### config.mk
export PLATFORM = sky130hd
export DESIGN_NAME = rbst_front
export DESIGN_NICKNAME = d
export VERILOG_FILES = /design/src/design/rbst_pkg.sv /design/src/design/rbst_front.sv
export SDC_FILE = /design/constraint.sdc
export NUM_CORES = 1
export LEC_CHECK = 0
export BUFFER_PORTS_ARGS = -buffer_cell sky130_fd_sc_hd__buf_2
export CAP_MARGIN = 5
export CELL_PAD_IN_SITES_DETAIL_PLACEMENT = 0
export CELL_PAD_IN_SITES_GLOBAL_PLACEMENT = 1
export CORE_AREA = 2 2 432 434
export CTS_CLUSTER_SIZE = 30
export DETAILED_ROUTE_END_ITERATION = 10
export DIE_AREA = 0 0 434 436
export PLACE_DENSITY_LB_ADDON = 0.1
export SETUP_SLACK_MARGIN = 0.1
export SYNTH_ARGS = -nofsm -noshare
export SYNTH_HDL_FRONTEND = slang
export SYNTH_SLANG_ARGS = --single-unit
### constraint.sdc
create_clock -name clock -period 6.2 [get_ports clock]
set_clock_uncertainty 0.15 [all_clocks]
set_input_delay 1.24 -clock clock [delete_from_list [all_inputs] [get_ports clock]]
set_output_delay 1.24 -clock clock [all_outputs]
set_load 0.02 [all_outputs]
### src/design/rbst_pkg.sv
// ----------------------------------------------------------------------------
// rbst_pkg: shared types and constants of the ray box slab test core
// Holds the coordinate format, the divider lane layout and the register map.
// ----------------------------------------------------------------------------
package rbst_pkg;

   // Coordinate format: signed fixed point with FRAC_BITS fraction bits.
   localparam int COORD_WIDTH = 32;
   localparam int FRAC_BITS   = 16;
   localparam int THR_WIDTH   = 31;
   localparam int NUM_AXES    = 3;
   localparam int NUM_LANES   = 2 * NUM_AXES;

   // Divider widths: dividend is |bound - origin| shifted up by FRAC_BITS.
   localparam int NUMW = COORD_WIDTH + 1 + FRAC_BITS;
   localparam int REMW = COORD_WIDTH;
   localparam int DIVW = COORD_WIDTH;

   localparam logic [COORD_WIDTH-1:0] T_MAX = {1'b0, {(COORD_WIDTH-1){1'b1}}};
   localparam logic [COORD_WIDTH-1:0] T_MIN = {1'b1, {(COORD_WIDTH-1){1'b0}}};

   // Register map, index of each register (byte address is four times this).
   localparam int CSR_ADDR_WIDTH = 5;
   localparam logic [2:0] REG_MIN_X     = 3'd0;
   localparam logic [2:0] REG_MIN_Y     = 3'd1;
   localparam logic [2:0] REG_MIN_Z     = 3'd2;
   localparam logic [2:0] REG_MAX_X     = 3'd3;
   localparam logic [2:0] REG_MAX_Y     = 3'd4;
   localparam logic [2:0] REG_MAX_Z     = 3'd5;
   localparam logic [2:0] REG_THRESHOLD = 3'd6;

   // One division in flight: partial remainder, dividend/quotient shifter, divisor.
   typedef struct packed {
      logic [REMW-1:0] rem;
      logic [NUMW-1:0] dq;
      logic [DIVW-1:0] dmag;
   } lane_type;

   typedef lane_type [NUM_LANES-1:0] lane_vec_type;

   // Per item flags that ride along with the divisions.
   typedef struct packed {
      logic [NUM_AXES-1:0]  par;
      logic                 par_miss;
      logic [NUM_LANES-1:0] neg;
   } side_type;

   typedef logic [NUM_AXES-1:0][COORD_WIDTH-1:0] coord_vec_type;

endpackage

### src/design/rbst_front.sv
// ----------------------------------------------------------------------------
// rbst_front: slab setup stage
// Classifies each axis as parallel or sloped and prepares six divisions.
// ----------------------------------------------------------------------------
module rbst_front (
   input  logic                   clock,
   input  logic                   reset,
   input  logic                   en,
   input  logic                   valid_in,
   input  rbst_pkg::coord_vec_type origin,
   input  rbst_pkg::coord_vec_type direction,
   input  rbst_pkg::coord_vec_type box_min,
   input  rbst_pkg::coord_vec_type box_max,
   input  logic [rbst_pkg::THR_WIDTH-1:0] threshold,
   output logic                   valid_out,
   output rbst_pkg::lane_vec_type lanes_out,
   output rbst_pkg::side_type     side_out
);

   localparam int CW = rbst_pkg::COORD_WIDTH;

   logic                   valid_ff;
   rbst_pkg::lane_vec_type lanes_ff, lanes_in;
   rbst_pkg::side_type     side_ff, side_in;

   // Per axis: parallel test, origin range test, and both numerators.
   always_comb begin
      logic [CW-1:0] dmag;
      logic [CW:0]   num;
      logic [CW:0]   nmag;
      logic          outside;
      side_in  = '0;
      lanes_in = '0;
      for (int a = 0; a < rbst_pkg::NUM_AXES; a++) begin
         dmag = direction[a][CW-1] ? (~direction[a] + 1'b1) : direction[a];
         side_in.par[a] = (direction[a] == '0) || (dmag < {1'b0, threshold});
         outside = ($signed(origin[a]) < $signed(box_min[a])) ||
                   ($signed(origin[a]) > $signed(box_max[a]));
         if (side_in.par[a] && outside) begin
            side_in.par_miss = 1'b1;
         end
         for (int b = 0; b < 2; b++) begin
            num  = (b == 0) ? ({box_min[a][CW-1], box_min[a]} - {origin[a][CW-1], origin[a]})
                            : ({box_max[a][CW-1], box_max[a]} - {origin[a][CW-1], origin[a]});
            nmag = num[CW] ? (~num + 1'b1) : num;
            side_in.neg[2*a+b]       = num[CW] ^ direction[a][CW-1];
            lanes_in[2*a+b].rem      = '0;
            lanes_in[2*a+b].dq       = {nmag, {rbst_pkg::FRAC_BITS{1'b0}}};
            lanes_in[2*a+b].dmag     = dmag;
         end
      end
   end

   always_ff @(posedge clock) begin
      if (reset) begin
         valid_ff <= 1'b0;
      end else if (en) begin
         valid_ff <= valid_in;
      end
   end

   always_ff @(posedge clock) begin
      if (en) begin
         lanes_ff <= lanes_in;
         side_ff  <= side_in;
      end
   end

   assign valid_out = valid_ff;
   assign lanes_out = lanes_ff;
   assign side_out  = side_ff;

endmodule

# Word-level counts from Yosys, hierarchy flattened
# Index checks and enable logic that the tools add are counted.
[word_totals]
mem_bits_ro = 0
ram_bits = 0
latchBits = 0
out_inout_bits = 689
inputBits = 419
word_cells = 81
n_memories = 0
register_bits = 305
[op_classes]
n_div = 0
magnitude_cmp = 9
shift = 0
n_reduce_logical = 13
n_bitwise = 15
n_addsub = 15
n_eq_ne = 0
n_mux = 10
multipliers = 0
[op_table]
columns = ["operator", "n"]
rows = [
  ["2-to-1 mux 32 bit", 9],
  ["adder 33 x 1 -> 33 bit (second input constant)", 6],
  ["inverter 33 bit", 6],
  ["subtractor 32 x 32 -> 33 bit", 6],
  ["adder 32 x 1 -> 32 bit (second input constant)", 3],
  ["> comparator 32 bit", 3],
  ["logical NOT 32 bit", 3],
  ["less-than comparator 32 x 31 -> 1 bit", 3],
  ["less-than comparator 32 bit", 3],
  ["inverter 32 bit", 3],
  ["logical OR 1 bit", 6],
  ["XOR 1 bit", 6],
  ["logical AND 1 bit", 3],
  ["OR reduction 2 bit", 1],
  ["2-to-1 mux 1 bit", 1],
]

# Longest topological paths before layout
# Gate-level depths: netlist (run 1).
[logic_depth]
word_depth = 7
ltp_mapped = 19
depth_no_buf = 19

# Least setup slack after synthesis (run 1)
# OpenSTA, ideal clock, no wires.
[synth_path]
kind = "input to register"
from = "input direction[36] in the netlist's numbering"
to = "register side_ff (netlist bit side_out[6]), data pin"
setup_slack_ns = 0.436
t_arrival_ns = 5.456
n_path_buf = 1
stages = 17
required_time_ns = 5.892
setup_ns = 0.158
cell_sequence = "or4_1 -> or4_1 -> or3b_2 -> or3_1 -> clkbuf_1 -> o31ai_1 -> xnor2_1 -> ha_1 -> a21o_1 -> a21o_1 -> a211oi_1 -> o21bai_1 -> a221o_1 -> nor3_1 -> o21ai_0 -> o2bb2ai_1 -> o211ai_1"
[synth_lines]
columns = ["element", "line", "rtl"]
rows = [
  ["from (decl)", "rbst_front.sv:11", "input rbst_pkg::coord_vec_type direction,"],
  ["to (signal assigned)", "rbst_front.sv:65", "side_ff <= side_in;"],
  ["to (decl)", "rbst_front.sv:24", "rbst_pkg::side_type side_ff, side_in;"],
]

==> impl_metrics.xml, run 1 <==
<?xml version="1.0" encoding="UTF-8"?>
<metrics>
  <group name="die">
    <metric name="design.die.area" unit="um2">189000</metric>
    <metric name="die-height" unit="um">436</metric>
    <metric name="die_w" unit="um">434</metric>
    <metric name="io_pins" unit="">1108</metric>
    <metric name="initial_util" unit="">0.175</metric>
    <metric name="floorplan.core_area" unit="um2">185000</metric>
    <metric name="placement_rows" unit="">158</metric>
  </group>
  <group name="yosys">
    <metric name="synth_warnings" unit="">0</metric>
    <metric name="syn_inst" unit="">3697</metric>
    <metric name="synth_top_family_by_area" unit="">compound AO/OA/AOI/OAI gates</metric>
    <metric name="seq_area_frac_synth" unit="">0.283</metric>
    <metric name="synth.cell_area" unit="um2">32300</metric>
    <metric name="post_synth_fa_ha_maj_area_fraction" unit="">0.119</metric>
    <metric name="synthMuxAreaShare" unit="">0.00426</metric>
    <metric name="synth_cell_types" unit="">113</metric>
    <metric name="post_synthesis_compound_gate_area_fraction" unit="">0.199</metric>
    <metric name="post_synth_xor_xnor_area" unit="">0.112</metric>
    <metric name="synth-edff-count" unit="">304</metric>
    <metric name="primary_flip_flop_cell_chosen_by_synthesis_mapping" unit="">sky130_fd_sc_hd__edfxtp_1</metric>
    <metric name="synth.ff_latch_count" unit="">305</metric>
    <metric name="syn_avg_cell_area" unit="um2">8.75</metric>
    <metric name="synth_simple_gate_area_share" unit="">0.159</metric>
    <metric name="ys_async_rst_share" unit="">0</metric>
  </group>
  <group name="timing">
    <metric name="finalCriticalPeriod" unit="ns">5.56</metric>
    <metric name="timing.slew.headroom" unit="">0.309</metric>
    <metric name="fmax" unit="MHz">180</metric>
    <metric name="post_layout_worst_setup_margin" unit="ns">0.641</metric>
    <metric name="grt_setup_unrepaired" unit="">false</metric>
    <metric name="worst-slew-pin-transition" unit="ns">1.04</metric>
    <metric name="min_period_over_period" unit="">0.897</metric>
    <metric name="timing.final.max_slew_violations" unit="">0</metric>
    <metric name="final-hold-violation-count" unit="">0</metric>
    <metric name="setup-violations-final" unit="">0</metric>
  </group>
  <group name="setup_path">
    <metric name="cpMaxStageDelayCell" unit="">sky130_fd_sc_hd__or4_1</metric>
    <metric name="critical_path.cell_chain" unit="">buf_2, or4_1, or4_1, or3b_2, or3_1, buf_4, o31ai_1, xnor2_1, ha_1, and4_1, nand4_1, nor4_1, buf_4, o211ai_1, a21oi_1, nor3_1, o21ai_0, o2bb2ai_1, o211ai_1</metric>
    <metric name="reg2regPathDepth" unit="">2</metric>
    <metric name="worst_r2r_src" unit="">valid_out</metric>
    <metric name="critical_path.max_fanout" unit="">5</metric>
    <metric name="rr_endpoint" unit="">valid_out</metric>
    <metric name="path_buf_inv" unit="">3</metric>
    <metric name="path_class" unit="">input port to flip-flop</metric>
    <metric name="end_kind" unit="">flip-flop</metric>
    <metric name="critical_path.max_stage_delay" unit="ns">0.58</metric>
    <metric name="critical_path_depth" unit="">19</metric>
    <metric name="largest_delay_contributor_family_on_the_critical_path" unit="">simple AND/OR/NAND/NOR gates</metric>
    <metric name="startpoint_types" unit="">input port</metric>
    <metric name="setup.reg_to_reg.worst_slack" unit="ns">5.45</metric>
    <metric name="timing.critical_path.arrival" unit="ns">5.79</metric>
    <metric name="worstPathRequired" unit="ns">6.43</metric>
  </group>
  <group name="global_route">
    <metric name="grt.overflow.total" unit="">0</metric>
    <metric name="grt_antenna_before_repair" unit="">45</metric>
    <metric name="number_of_global_route_vias_before_repair" unit="">28807</metric>
    <metric name="grt_pass1_wl" unit="um">209000</metric>
    <metric name="total_routing_usage_gr" unit="">0.151</metric>
    <metric name="grt_start_max_net_pins" unit="">102</metric>
  </group>
  <group name="layout">
    <metric name="final-seq-area" unit="um2">9150</metric>
    <metric name="area_growth_syn_to_layout" unit="%">21.7</metric>
    <metric name="drive_above_1_share" unit="">0.229</metric>
    <metric name="layout_common_cells" unit="">818 x sky130_fd_sc_hd__buf_2, 304 x sky130_fd_sc_hd__edfxtp_1, 297 x sky130_fd_sc_hd__ha_1, 293 x sky130_fd_sc_hd__xnor2_1, 288 x sky130_fd_sc_hd__conb_1</metric>
    <metric name="stdcell_area" unit="um2">39400</metric>
    <metric name="multi_input_area" unit="um2">20300</metric>
    <metric name="finish.net_count" unit="">5149</metric>
    <metric name="most_common_cell_after_layout_fill_and_taps_aside" unit="">sky130_fd_sc_hd__buf_2</metric>
    <metric name="fillers" unit="">20790</metric>
  </group>
  <group name="detailed_routing">
    <metric name="num_vias" unit="">28945</metric>
    <metric name="detailroute.wirelength.met2" unit="um">72800</metric>
    <metric name="postRouteAntennaNets" unit="">0</metric>
    <metric name="maxUsedRoutingLayer" unit="">met5</metric>
    <metric name="route.layer.met1.wl" unit="um">65000</metric>
    <metric name="post_drt_wl_per_cell" unit="um">21.5</metric>
    <metric name="viasPerCell" unit="">4.16</metric>
    <metric name="dr_wl_met3" unit="um">6510</metric>
    <metric name="final_wl" unit="um">150000</metric>
    <metric name="drt-initial-drc-count" unit="">1517</metric>
    <metric name="count_of_unresolved_drc_violations_after_routing" unit="">0</metric>
    <metric name="drtPass1Iterations" unit="">7</metric>
  </group>
  <group name="placement">
    <metric name="port-buffer-count" unit="">819</metric>
    <metric name="preCtsSetupSlack" unit="ns">-0.0534</metric>
    <metric name="dpl.hpwl" unit="um">129000</metric>
    <metric name="instance_area_at_placement" unit="um2">37800</metric>
    <metric name="globalplace.congestion" unit="">0.821</metric>
  </group>
  <group name="pwr">
    <metric name="power.density" unit="nW/um2">253</metric>
    <metric name="p_leak" unit="nW">16.7</metric>
    <metric name="worst_ir_drop_vdd" unit="mV">0.203</metric>
  </group>
  <group name="min_path">
    <metric name="hold_path_class" unit="">flip-flop to flip-flop</metric>
    <metric name="worstHoldStart" unit="">valid_out</metric>
    <metric name="whs_endpoint" unit="">valid_out</metric>
    <metric name="hold-path-cell-count" unit="">2</metric>
  </group>
  <group name="clock_network">
    <metric name="clk_path_buf_depth" unit="">3</metric>
    <metric name="cts-buffers-inserted" unit="">48</metric>
    <metric name="tritoncts" unit="">yes</metric>
    <metric name="hold_buffers" unit="">0</metric>
    <metric name="register_clock_pin_slew_on_the_reported_worst_setup_and_hold_paths" unit="ns">0.06</metric>
    <metric name="clkLatencyLatePin" unit="ns">0.65</metric>
    <metric name="cts_root_buffer" unit="">sky130_fd_sc_hd__clkbuf_16</metric>
    <metric name="h-tree-depth" unit="">2</metric>
    <metric name="clock_sinks" unit="">305</metric>
    <metric name="cts.repair.resized" unit="">0</metric>
    <metric name="post-cts-setup-buffers" unit="">0</metric>
  </group>
  <group name="run_status">
    <metric name="outcome" unit="">completed</metric>
  </group>
  <group name="job">
    <metric name="timing.max_cap.violations" unit="">0</metric>
  </group>
</metrics>
synth_stat cells (12+ instances only):
cell | instances | area (um2)
sky130_fd_sc_hd__o21ai_1 | 13 | 65.1
sky130_fd_sc_hd__nor4_1 | 32 | 200
sky130_fd_sc_hd__nand3_1 | 65 | 325
sky130_fd_sc_hd__inv_1 | 206 | 773
sky130_fd_sc_hd__a41oi_1 | 12 | 105
sky130_fd_sc_hd__nand2_1 | 251 | 942
sky130_fd_sc_hd__or4_1 | 27 | 203
sky130_fd_sc_hd__nand4_1 | 63 | 394
sky130_fd_sc_hd__a21oi_1 | 266 | 1330
sky130_fd_sc_hd__a211oi_1 | 37 | 278
sky130_fd_sc_hd__xor2_1 | 120 | 1050
sky130_fd_sc_hd__or3_1 | 43 | 269
sky130_fd_sc_hd__a31oi_1 | 38 | 238
sky130_fd_sc_hd__nor2b_1 | 30 | 188
sky130_fd_sc_hd__o21bai_1 | 17 | 128
sky130_fd_sc_hd__edfxtp_1 | 304 | 9130
sky130_fd_sc_hd__nand2b_1 | 40 | 250
sky130_fd_sc_hd__buf_4 | 384 | 2880
sky130_fd_sc_hd__o211ai_1 | 34 | 255
sky130_fd_sc_hd__and3_1 | 29 | 181
sky130_fd_sc_hd__o31ai_1 | 47 | 353
sky130_fd_sc_hd__o21a_1 | 44 | 330
sky130_fd_sc_hd__o21ai_0 | 205 | 1030
sky130_fd_sc_hd__or2_2 | 18 | 113
sky130_fd_sc_hd__nor2_1 | 223 | 837
sky130_fd_sc_hd__o41ai_1 | 18 | 158
sky130_fd_sc_hd__clkbuf_1 | 76 | 285
sky130_fd_sc_hd__a211o_1 | 15 | 131
sky130_fd_sc_hd__and2_1 | 25 | 156
sky130_fd_sc_hd__ha_1 | 297 | 3720
sky130_fd_sc_hd__a21o_1 | 93 | 698
sky130_fd_sc_hd__a221oi_1 | 12 | 105
sky130_fd_sc_hd__xnor2_1 | 293 | 2570
sky130_fd_sc_hd__nor3_1 | 91 | 455
stage by stage:
step | hold WS (ns) | setup TNS (ns) | utilization | cells | power [W]
3_5_place_dp | 0.366 | -0.0534 | 0.205 | 6857 | 0.00739
2_1_floorplan | 0.429 | 0 | - | 3984 | 0.00595
4_1_cts | 0.388 | 0 | 0.213 | 6945 | 0.0102
6_report | 0.390 | 0 | 0.213 | 6962 | 0.00997
3_3_place_gp | 0.382 | 0 | 0.205 | 6857 | 0.00745
5_1_grt | 0.414 | 0 | 0.213 | 6958 | 0.0106
final cells by class:
class / count / share of cell area
Antenna cell: 17 / 0.00108
Clock buffer: 62 / 0.0321
Clock inverter: 26 / 0.00601
Inverter: 206 / 0.0197
Multi-Input combinational cell: 2998 / 0.515
Sequential cell: 305 / 0.232
Tap cell: 2480 / 0.0789
Timing Repair Buffer: 868 / 0.114
where the power goes:
| part | total, W | internal [W] | switching, W |
|---|---|---|---|
| clock | 0.00270 | 0.00153 | 0.00117 |
| sequential | 0.00300 | 0.00280 | 0.000196 |
| combinational | 0.00428 | 0.00144 | 0.00284 |
| total | 0.00997 | 0.00577 | 0.00420 |
state kept, by name, summed over array words and instances (netlist names):
signal / cells
side_out: 10
lanes_out: 294
valid_out: 1
tightest hold or removal path, delay by kind of cell, from the launching register on:
family           cells  cell delay, ns
flip-flops           1            0.32
multiplexers         1            0.12
AND/OR/NAND/NOR      1            0.05
metal layers:
metal,global-route usage,vias up
met1,0.191,13625
met2,0.261,775
li1,-,14359
met4,0.0537,8
met3,0.0223,178
met5,0,-
logic make-up (layout without fill, tap and decap cells):
family                   Yosys count  in the layout
other                              1            305
adder cells (fa/ha/maj)          303            303
multiplexers                      13             13
AO/OA/AOI/OAI                    979            979
flip-flops                       305            305
AND/OR/NAND/NOR                 1001           1001
XOR/XNOR                         414            414
buffers and inverters            681           1162
worst max-delay path by stage:
stage                   to          start  slack (ns)
3_5_place_dp   side_out[6]  direction[34]       -0.05
2_1_floorplan  side_out[6]  direction[36]        0.44
3_3_place_gp   side_out[6]  direction[34]        0.07
6_report       side_out[6]  direction[36]        0.64
5_1_grt        side_out[6]  direction[69]        0.37
4_1_cts        side_out[6]  direction[34]        0.68
Note: power is estimated with default switching activity, not from simulation.
==> inputs of run 2 (changes only) <==
--- a/config.mk
+++ b/config.mk
@@ -5,14 +5,16 @@
 export SDC_FILE = /design/constraint.sdc
 export NUM_CORES = 1
 export LEC_CHECK = 0
+export ABC_AREA = 1
+export ABC_CLOCK_PERIOD_IN_PS = 6200
 export BUFFER_PORTS_ARGS = -buffer_cell sky130_fd_sc_hd__buf_2
 export CAP_MARGIN = 5
 export CELL_PAD_IN_SITES_DETAIL_PLACEMENT = 0
 export CELL_PAD_IN_SITES_GLOBAL_PLACEMENT = 1
-export CORE_AREA = 2 2 432 434
+export CORE_AREA = 2 2 436 438
 export CTS_CLUSTER_SIZE = 30
 export DETAILED_ROUTE_END_ITERATION = 10
-export DIE_AREA = 0 0 434 436
+export DIE_AREA = 0 0 438 440
 export PLACE_DENSITY_LB_ADDON = 0.1
 export SETUP_SLACK_MARGIN = 0.1
 export SYNTH_ARGS = -nofsm -noshare
==> run 2 against run 1 <==
Core utilization increased by 2.6 points. Hold slack got worse by 0.036 ns. Global-route usage increased by 4.5 points. First-iteration DRC count increased by 53%. Clock-buffer cell count decreased by 14. Area after synthesis increased by 19%. Critical path depth increased by 3. Clock power about the same. Power increased by 5.1%. Critical endpoint unchanged. Cell count increased by 35%. Critical path type unchanged. Design area increased by 15%.
==> impl_metrics.xml, run 2 <==
<?xml version="1.0" encoding="UTF-8"?>
<metrics>
  <group name="clock_network">
    <metric name="hold_buffers" unit="">0</metric>
    <metric name="cts.repair.resized" unit="">0</metric>
    <metric name="register_clock_pin_slew_on_the_reported_worst_setup_and_hold_paths" unit="ns">0.07</metric>
    <metric name="cts-buffers-inserted" unit="">44</metric>
    <metric name="clkLatencyLatePin" unit="ns">0.67</metric>
    <metric name="h-tree-depth" unit="">2</metric>
    <metric name="clk_path_buf_depth" unit="">3</metric>
    <metric name="cts_root_buffer" unit="">sky130_fd_sc_hd__clkbuf_16</metric>
    <metric name="post-cts-setup-buffers" unit="">0</metric>
    <metric name="clock_sinks" unit="">305</metric>
    <metric name="tritoncts" unit="">yes</metric>
  </group>
  <group name="die">
    <metric name="die-height" unit="um">440</metric>
    <metric name="die_w" unit="um">438</metric>
    <metric name="initial_util" unit="">0.203</metric>
    <metric name="placement_rows" unit="">160</metric>
    <metric name="floorplan.core_area" unit="um2">189000</metric>
    <metric name="io_pins" unit="">1108</metric>
    <metric name="design.die.area" unit="um2">193000</metric>
  </group>
  <group name="setup_path">
    <metric name="worstPathRequired" unit="ns">6.46</metric>
    <metric name="path_class" unit="">input port to flip-flop</metric>
    <metric name="timing.critical_path.arrival" unit="ns">4.65</metric>
    <metric name="cp-startpoint" unit="">direction[33]</metric>
    <metric name="end_kind" unit="">flip-flop</metric>
    <metric name="cp_dominant_cell_by_count" unit="">sky130_fd_sc_hd__nand2_1</metric>
    <metric name="cpMaxStageDelayCell" unit="">sky130_fd_sc_hd__nor3_1</metric>
    <metric name="critical_path.cell_chain" unit="">buf_2, inv_1, ha_1, nand4_1, nor2_1, nand2_1, nor2_1, nand4_1, nor3_1, nand3_1, o21ai_0, xor2_1, ha_1, nand2_1, nor3_1, nand2_1, nor2_1, o21ai_0, nand4_1, nand2_1, nand2_1, nand3_1</metric>
    <metric name="startpoint_types" unit="">input port</metric>
    <metric name="critical_path.max_fanout" unit="">4</metric>
    <metric name="critical_path.max_stage_delay" unit="ns">0.36</metric>
    <metric name="worst_r2r_src" unit="">valid_out</metric>
  </group>
  <group name="detailed_routing">
    <metric name="drt-initial-drc-count" unit="">2323</metric>
    <metric name="drtPass1Iterations" unit="">5</metric>
    <metric name="count_of_unresolved_drc_violations_after_routing" unit="">0</metric>
    <metric name="final_wl" unit="um">198000</metric>
    <metric name="viasPerCell" unit="">4.13</metric>
    <metric name="post_drt_wl_per_cell" unit="um">21.1</metric>
    <metric name="num_vias" unit="">38746</metric>
    <metric name="postRouteAntennaNets" unit="">0</metric>
  </group>
  <group name="yosys">
    <metric name="synth.ff_latch_count" unit="">305</metric>
    <metric name="synth-edff-count" unit="">304</metric>
    <metric name="ys_async_rst_share" unit="">0</metric>
    <metric name="primary_flip_flop_cell_chosen_by_synthesis_mapping" unit="">sky130_fd_sc_hd__edfxtp_1</metric>
    <metric name="synth.cell_area" unit="um2">38300</metric>
    <metric name="syn_avg_cell_area" unit="um2">6.33</metric>
    <metric name="seq_area_frac_synth" unit="">0.239</metric>
    <metric name="synth_warnings" unit="">0</metric>
    <metric name="post-synth-top-count-cell" unit="">sky130_fd_sc_hd__nand2_1</metric>
    <metric name="synth_cell_types" unit="">51</metric>
    <metric name="synth_largest_type_area_fraction" unit="">0.238</metric>
    <metric name="synth_top_area_cell" unit="">sky130_fd_sc_hd__edfxtp_1</metric>
    <metric name="ys_top_cells_by_count" unit="">2,062 x sky130_fd_sc_hd__nand2_1, 1,058 x sky130_fd_sc_hd__inv_1, 572 x sky130_fd_sc_hd__nor2_1, 394 x sky130_fd_sc_hd__buf_4, 374 x sky130_fd_sc_hd__nand3_1</metric>
    <metric name="synth.area.top_cells" unit="">sky130_fd_sc_hd__edfxtp_1 24%, sky130_fd_sc_hd__nand2_1 20%, sky130_fd_sc_hd__inv_1 10%</metric>
    <metric name="syn_inst" unit="">6053</metric>
  </group>
  <group name="timing">
    <metric name="final-hold-violation-count" unit="">0</metric>
    <metric name="timing.final.max_slew_violations" unit="">0</metric>
    <metric name="timing.slew.headroom" unit="">0.381</metric>
    <metric name="worst-slew-pin-transition" unit="ns">0.925</metric>
    <metric name="finalCriticalPeriod" unit="ns">4.39</metric>
    <metric name="grt_setup_unrepaired" unit="">false</metric>
    <metric name="min_period_over_period" unit="">0.708</metric>
    <metric name="setup-violations-final" unit="">0</metric>
    <metric name="setup_tns" unit="ns">0</metric>
    <metric name="fmax" unit="MHz">228</metric>
  </group>
  <group name="placement">
    <metric name="globalplace.congestion" unit="">0.881</metric>
    <metric name="instance_area_at_placement" unit="um2">43700</metric>
    <metric name="dpl.hpwl" unit="um">175000</metric>
    <metric name="port-buffer-count" unit="">819</metric>
  </group>
  <group name="pwr">
    <metric name="power.density" unit="nW/um2">232</metric>
    <metric name="switching_share_of_power" unit="">0.460</metric>
    <metric name="p_leak" unit="nW">24.6</metric>
    <metric name="worst_ir_drop_vdd" unit="mV">0.162</metric>
    <metric name="pwr-share-comb" unit="">0.458</metric>
    <metric name="seq_power_share" unit="">0.288</metric>
    <metric name="internal_power" unit="W">0.00566</metric>
    <metric name="netSwitchingPower" unit="W">0.00482</metric>
    <metric name="power_frac_clock" unit="">0.255</metric>
  </group>
  <group name="layout">
    <metric name="fillers" unit="">21708</metric>
    <metric name="most_common_cell_after_layout_fill_and_taps_aside" unit="">sky130_fd_sc_hd__nand2_1</metric>
    <metric name="final_core_utilization" unit="">0.240</metric>
    <metric name="finish.net_count" unit="">7521</metric>
    <metric name="stdcell_area" unit="um2">45200</metric>
    <metric name="layout_common_cells" unit="">2,062 x sky130_fd_sc_hd__nand2_1, 1,058 x sky130_fd_sc_hd__inv_1, 818 x sky130_fd_sc_hd__buf_2, 572 x sky130_fd_sc_hd__nor2_1, 374 x sky130_fd_sc_hd__nand3_1</metric>
    <metric name="drive_above_1_share" unit="">0.152</metric>
    <metric name="largest_register_ffs" unit="">294</metric>
    <metric name="multi_input_area" unit="um2">23100</metric>
    <metric name="final-seq-area" unit="um2">9150</metric>
    <metric name="area_growth_syn_to_layout" unit="%">17.9</metric>
  </group>
  <group name="global_route">
    <metric name="total_routing_usage_gr" unit="">0.197</metric>
    <metric name="grt_pass1_wl" unit="um">270000</metric>
    <metric name="grt_antenna_before_repair" unit="">98</metric>
    <metric name="grt_start_max_net_pins" unit="">95</metric>
    <metric name="number_of_global_route_vias_before_repair" unit="">37221</metric>
    <metric name="grt.overflow.total" unit="">0</metric>
  </group>
  <group name="job">
    <metric name="timing.max_cap.violations" unit="">0</metric>
  </group>
  <group name="run_status">
    <metric name="outcome" unit="">completed</metric>
  </group>
  <group name="min_path">
    <metric name="worstHoldStart" unit="">valid_out</metric>
    <metric name="hold_path_class" unit="">flip-flop to flip-flop</metric>
  </group>
</metrics>
run 2: changes by cell type in the layout (fill, tap and decap cells not counted), sizes merged, moves of 86 or more:
cell,delta
nand2,+1863
xnor2,-228
nor2,+388
o21ai,-128
a21o,-86
nand3,+326
inv,+865
run 2: power groups by stage:
stage          clock network [W]  registers, W  logic, W
2_1_floorplan                  0       0.00341   0.00282
3_3_place_gp                   0       0.00307   0.00487
3_5_place_dp                   0       0.00306   0.00485
4_1_cts                  0.00279       0.00303   0.00488
5_1_grt                  0.00283       0.00305   0.00534
6_report                 0.00267       0.00302   0.00480
run 2: path summary, 6_finish.rpt:
kind / to / slack [ns] / depth (start not counted)
setup reg to reg: valid_out / 5.46 / 2
setup / recovery: side_out[6] / 1.81 / 22
hold reg to reg: valid_out / 0.35 / 2
hold / removal: valid_out / 0.35 / 2
run 2: logic make-up (layout without fill, tap and decap cells):
kind of cell	count (synthesis)	in the layout	share of synthesized area
xor gates and xnor gates	238	238	0.0556
adders and majority gates	303	303	0.100
and+or+nand+nor	3382	3382	0.371
DFF	305	305	0.239
muxes	1	1	0.000261
other	1	326	0.0000979
AOI/OAI and AO/OA	335	335	0.0484
buffers and inverters	1488	1981	0.186
run 2: stage by stage:
stage	total power (W)	worst slack [ns]	std cells	hold slack, ns
final	0.0105	1.81	9382	0.354
after global routing	0.0112	1.25	9372	0.405
after detailed placement	0.00792	1.10	9264	0.335
after global placement	0.00795	1.22	9264	0.330
after floorplan	0.00624	2.21	6340	0.429
after CTS	0.0107	1.82	9344	0.360
run 2: layout make-up:
cell class              instances  share of cell area
diodes                         38             0.00210
repair buffers                829              0.0932
clock inverters                32             0.00640
inverters                    1072              0.0891
flip-flops and latches        305               0.202
clock buffers                  48              0.0252
well taps                    2511              0.0695
multi-input cells            4547               0.512
run 2: per-layer routing:
metal	vias to the layer above	track usage	share of wire
li1	19796	-	-
met1	17546	0.241	0.42
met2	1092	0.337	0.48
met3	270	0.0331	0.051
met4	42	0.0869	0.043
met5	-	0	0.0014
run 2: critical path, delay by kind of cell:
kind	cells	cell delay, ns
compound gates	2	0.32
xor+xnor	1	0.13
fa+ha+maj	2	0.49
buf+inv	2	0.18
simple gates	15	2.27
==> inputs of run 3 (changes only) <==
--- a/config.mk
+++ b/config.mk
@@ -5,16 +5,16 @@
 export SDC_FILE = /design/constraint.sdc
 export NUM_CORES = 1
 export LEC_CHECK = 0
-export ABC_AREA = 1
-export ABC_CLOCK_PERIOD_IN_PS = 6200
+export ABC_AREA = 0
+export ABC_CLOCK_PERIOD_IN_PS = 4100
 export BUFFER_PORTS_ARGS = -buffer_cell sky130_fd_sc_hd__buf_2
 export CAP_MARGIN = 5
 export CELL_PAD_IN_SITES_DETAIL_PLACEMENT = 0
 export CELL_PAD_IN_SITES_GLOBAL_PLACEMENT = 1
-export CORE_AREA = 2 2 436 438
+export CORE_AREA = 2 2 432 434
 export CTS_CLUSTER_SIZE = 30
 export DETAILED_ROUTE_END_ITERATION = 10
-export DIE_AREA = 0 0 438 440
+export DIE_AREA = 0 0 434 436
 export PLACE_DENSITY_LB_ADDON = 0.1
 export SETUP_SLACK_MARGIN = 0.1
 export SYNTH_ARGS = -nofsm -noshare
==> constraint.sdc (replaced) <==
create_clock -name clock -period 4.1 [get_ports clock]
set_clock_uncertainty 0.15 [all_clocks]
set_input_delay 0.82 -clock clock [delete_from_list [all_inputs] [get_ports clock]]
set_output_delay 0.82 -clock clock [all_outputs]
set_load 0.02 [all_outputs]
==> run 3 against run 2 <==
The run now ends with negative setup slack left. Die area is 1.8% lower. Global-route usage is 3.4 points lower. Register-to-register slack worse by 2.1 ns. Hold slack worse by 0.20 ns. Setup slack worse by 2.3 ns. Critical path depth is 3 lower. Design area is 9.0% higher. Core utilization is 2.7 points higher. Power is 63% higher. Sequential share of layout area is 1.7 points lower. Clock-buffer cell count is 10 higher. Critical path type unchanged.
==> impl_metrics.xml, run 3 (same netlist as run 1, synthesis figures left out) <==
<?xml version="1.0" encoding="UTF-8"?>
<metrics>
  <group name="detailed_routing">
    <metric name="drt-initial-drc-count" unit="">1453</metric>
    <metric name="viasPerCell" unit="">4.10</metric>
    <metric name="final_wl" unit="um">161000</metric>
    <metric name="num_vias" unit="">33049</metric>
    <metric name="count_of_unresolved_drc_violations_after_routing" unit="">0</metric>
    <metric name="drtPass1Iterations" unit="">5</metric>
    <metric name="post_drt_wl_per_cell" unit="um">20.0</metric>
    <metric name="postRouteAntennaNets" unit="">0</metric>
  </group>
  <group name="global_route">
    <metric name="grt_antenna_before_repair" unit="">55</metric>
    <metric name="grt_start_max_net_pins" unit="">64</metric>
    <metric name="total_routing_usage_gr" unit="">0.163</metric>
    <metric name="number_of_global_route_vias_before_repair" unit="">32898</metric>
    <metric name="grt_pass1_wl" unit="um">227000</metric>
    <metric name="grt.overflow.total" unit="">0</metric>
  </group>
  <group name="die">
    <metric name="floorplan.core_area" unit="um2">185000</metric>
    <metric name="die-height" unit="um">436</metric>
    <metric name="io_pins" unit="">1108</metric>
    <metric name="design.die.area" unit="um2">189000</metric>
    <metric name="initial_util" unit="">0.175</metric>
    <metric name="die_w" unit="um">434</metric>
    <metric name="placement_rows" unit="">158</metric>
  </group>
  <group name="clock_network">
    <metric name="tritoncts" unit="">yes</metric>
    <metric name="clock_sinks" unit="">305</metric>
    <metric name="clkLatencyLatePin" unit="ns">0.66</metric>
    <metric name="register_clock_pin_slew_on_the_reported_worst_setup_and_hold_paths" unit="ns">0.05</metric>
    <metric name="cts-buffers-inserted" unit="">47</metric>
    <metric name="h-tree-depth" unit="">2</metric>
    <metric name="hold_buffers" unit="">0</metric>
    <metric name="cts_root_buffer" unit="">sky130_fd_sc_hd__clkbuf_16</metric>
    <metric name="clk_path_buf_depth" unit="">3</metric>
  </group>
  <group name="setup_path">
    <metric name="critical_path.max_fanout" unit="">4</metric>
    <metric name="end_kind" unit="">flip-flop</metric>
    <metric name="setup.reg_to_reg.worst_slack" unit="ns">3.38</metric>
    <metric name="worst_r2r_src" unit="">valid_out</metric>
    <metric name="timing.critical_path.arrival" unit="ns">4.96</metric>
    <metric name="startpoint_types" unit="">input port</metric>
    <metric name="cpMaxStageDelayCell" unit="">sky130_fd_sc_hd__or4_4</metric>
    <metric name="worstPathRequired" unit="ns">4.45</metric>
    <metric name="path_class" unit="">input port to flip-flop</metric>
    <metric name="critical_path.cell_chain" unit="">buf_6, or4_4, buf_6, or4_4, nand2b_4, or2_4, or3_4, buf_4, o21ai_1, xnor2_1, ha_1, a21o_1, a211oi_2, o21bai_1, a221o_1, nor3_2, o21ai_1, o2bb2ai_2, o211ai_1</metric>
    <metric name="rr_endpoint" unit="">valid_out</metric>
    <metric name="critical_path.max_stage_delay" unit="ns">0.54</metric>
    <metric name="reg2regPathDepth" unit="">2</metric>
  </group>
  <group name="timing">
    <metric name="worst-slew-pin-transition" unit="ns">0.798</metric>
    <metric name="min_period_over_period" unit="">1.13</metric>
    <metric name="post_layout_worst_setup_margin" unit="ns">-0.515</metric>
    <metric name="timing.final.max_slew_violations" unit="">0</metric>
    <metric name="timing.hold.ws" unit="ns">0.154</metric>
    <metric name="final-hold-violation-count" unit="">0</metric>
    <metric name="fmax" unit="MHz">217</metric>
    <metric name="setup-violations-final" unit="">3</metric>
    <metric name="finalCriticalPeriod" unit="ns">4.61</metric>
    <metric name="grt_setup_unrepaired" unit="">true</metric>
    <metric name="setup_tns" unit="ns">-1.05</metric>
    <metric name="timing.slew.headroom" unit="">0.468</metric>
  </group>
  <group name="placement">
    <metric name="port-buffer-count" unit="">819</metric>
    <metric name="dpl.hpwl" unit="um">141000</metric>
    <metric name="globalplace.congestion" unit="">0.825</metric>
  </group>
  <group name="layout">
    <metric name="fillers" unit="">20385</metric>
    <metric name="multi_input_area" unit="um2">21600</metric>
    <metric name="finish.net_count" unit="">6265</metric>
    <metric name="drive_above_1_share" unit="">0.413</metric>
    <metric name="most_common_cell_after_layout_fill_and_taps_aside" unit="">sky130_fd_sc_hd__buf_4</metric>
    <metric name="final-seq-area" unit="um2">9150</metric>
    <metric name="layout_common_cells" unit="">1,137 x sky130_fd_sc_hd__buf_4, 812 x sky130_fd_sc_hd__buf_2, 304 x sky130_fd_sc_hd__edfxtp_1, 288 x sky130_fd_sc_hd__conb_1, 286 x sky130_fd_sc_hd__ha_1</metric>
    <metric name="largest_register_ffs" unit="">294</metric>
    <metric name="area_growth_syn_to_layout" unit="%">52.4</metric>
  </group>
  <group name="pwr">
    <metric name="p_leak" unit="nW">22.5</metric>
    <metric name="switching_share_of_power" unit="">0.399</metric>
    <metric name="power.density" unit="nW/um2">347</metric>
    <metric name="power_frac_clock" unit="">0.243</metric>
    <metric name="netSwitchingPower" unit="W">0.00682</metric>
    <metric name="seq_power_share" unit="">0.267</metric>
    <metric name="internal_power" unit="W">0.0103</metric>
    <metric name="pwr-share-comb" unit="">0.491</metric>
    <metric name="worst_ir_drop_vdd" unit="mV">0.279</metric>
  </group>
  <group name="run_status">
    <metric name="failed_checks" unit="">negative setup slack</metric>
    <metric name="outcome" unit="">finished, violations left</metric>
  </group>
  <group name="min_path">
    <metric name="worstHoldStart" unit="">reset</metric>
    <metric name="hold_path_class" unit="">input port to flip-flop</metric>
    <metric name="hold-path-cell-count" unit="">2</metric>
    <metric name="whs_endpoint" unit="">valid_out</metric>
  </group>
  <group name="job">
    <metric name="timing.max_cap.violations" unit="">0</metric>
  </group>
</metrics>
[run 3: cell count changes in the layout (fill, tap and decap cells not counted), sizes merged, moves of 52 or more]
cell    delta
a21o      +86
a21oi     +76
buf     +1156
inv      -865
nand2   -1863
nand3    -326
nand3b    -58
nor2     -388
o21ai    +128
xnor2    +228
xor2      -52
[run 3: stage by stage]
stage	instance area (um2)	utilization	instances	worst slack [ns]	power, W
6_report	49300	0.267	8065	-0.515	0.0171
5_1_grt	49300	0.267	8061	-0.605	0.0182
4_1_cts	48300	0.262	8024	-0.447	0.0173
3_5_place_dp	46400	0.252	7926	-1.47	0.0129
3_3_place_gp	46400	0.252	7926	-1.39	0.0130
2_1_floorplan	33900	-	3984	-0.999	0.00908
[run 3: power groups by stage]
stage	Combinational, W	Clock (W)	Sequential, W
after global placement	0.00830	0	0.00466
final	0.00838	0.00414	0.00456
after CTS	0.00835	0.00437	0.00460
after global routing	0.00915	0.00446	0.00462
after floorplan	0.00387	0	0.00520
after detailed placement	0.00826	0	0.00465
[run 3: layer usage]
metal | track usage | routed length [um] | up-vias
met5 | 0 | 102 | -
met4 | 0.0321 | 3380 | 14
met3 | 0.0224 | 6060 | 195
met2 | 0.301 | 82700 | 751
met1 | 0.200 | 68900 | 15504
li1 | - | - | 16585
[run 3: worst max path at each step]
stage / end / startpoint / slack [ns]
after floorplan: side_out[6] / direction[36] / -1.0
after global placement: side_out[6] / direction[36] / -1.39
after detailed placement: side_out[6] / direction[36] / -1.47
after CTS: side_out[6] / direction[36] / -0.45
after global routing: side_out[6] / direction[69] / -0.61
final: side_out[6] / direction[36] / -0.51
[run 3: worst max-delay path: cells and delay by family]
| family | cells | cell delay, ns |
|---|---|---|
| AOI/OAI and AO/OA | 8 | 1.36 |
| xor gates and xnor gates | 1 | 0.17 |
| adders and majority gates | 1 | 0.29 |
| buffers and inverters | 3 | 0.39 |
| and+or+nand+nor | 6 | 1.92 |
[run 3: repair_timing]
action,in CTS,in global routing
setup endpoints to repair,51,64
endpoints found under the hold margin,0,0
gates resized for setup,49,133
gates cloned,0,0
pin swaps,32,60
buffers inserted,14,35
[run 3: final cells by class]
type,instances,share of cell area
tap,2480,0.0630
antenna,7,0.000356
clock buffer,58,0.0251
timing repair buffer,1985,0.267
inverter,206,0.0163
multi-input combinational,2998,0.438
sequential,305,0.186
clock inverter,26,0.00510
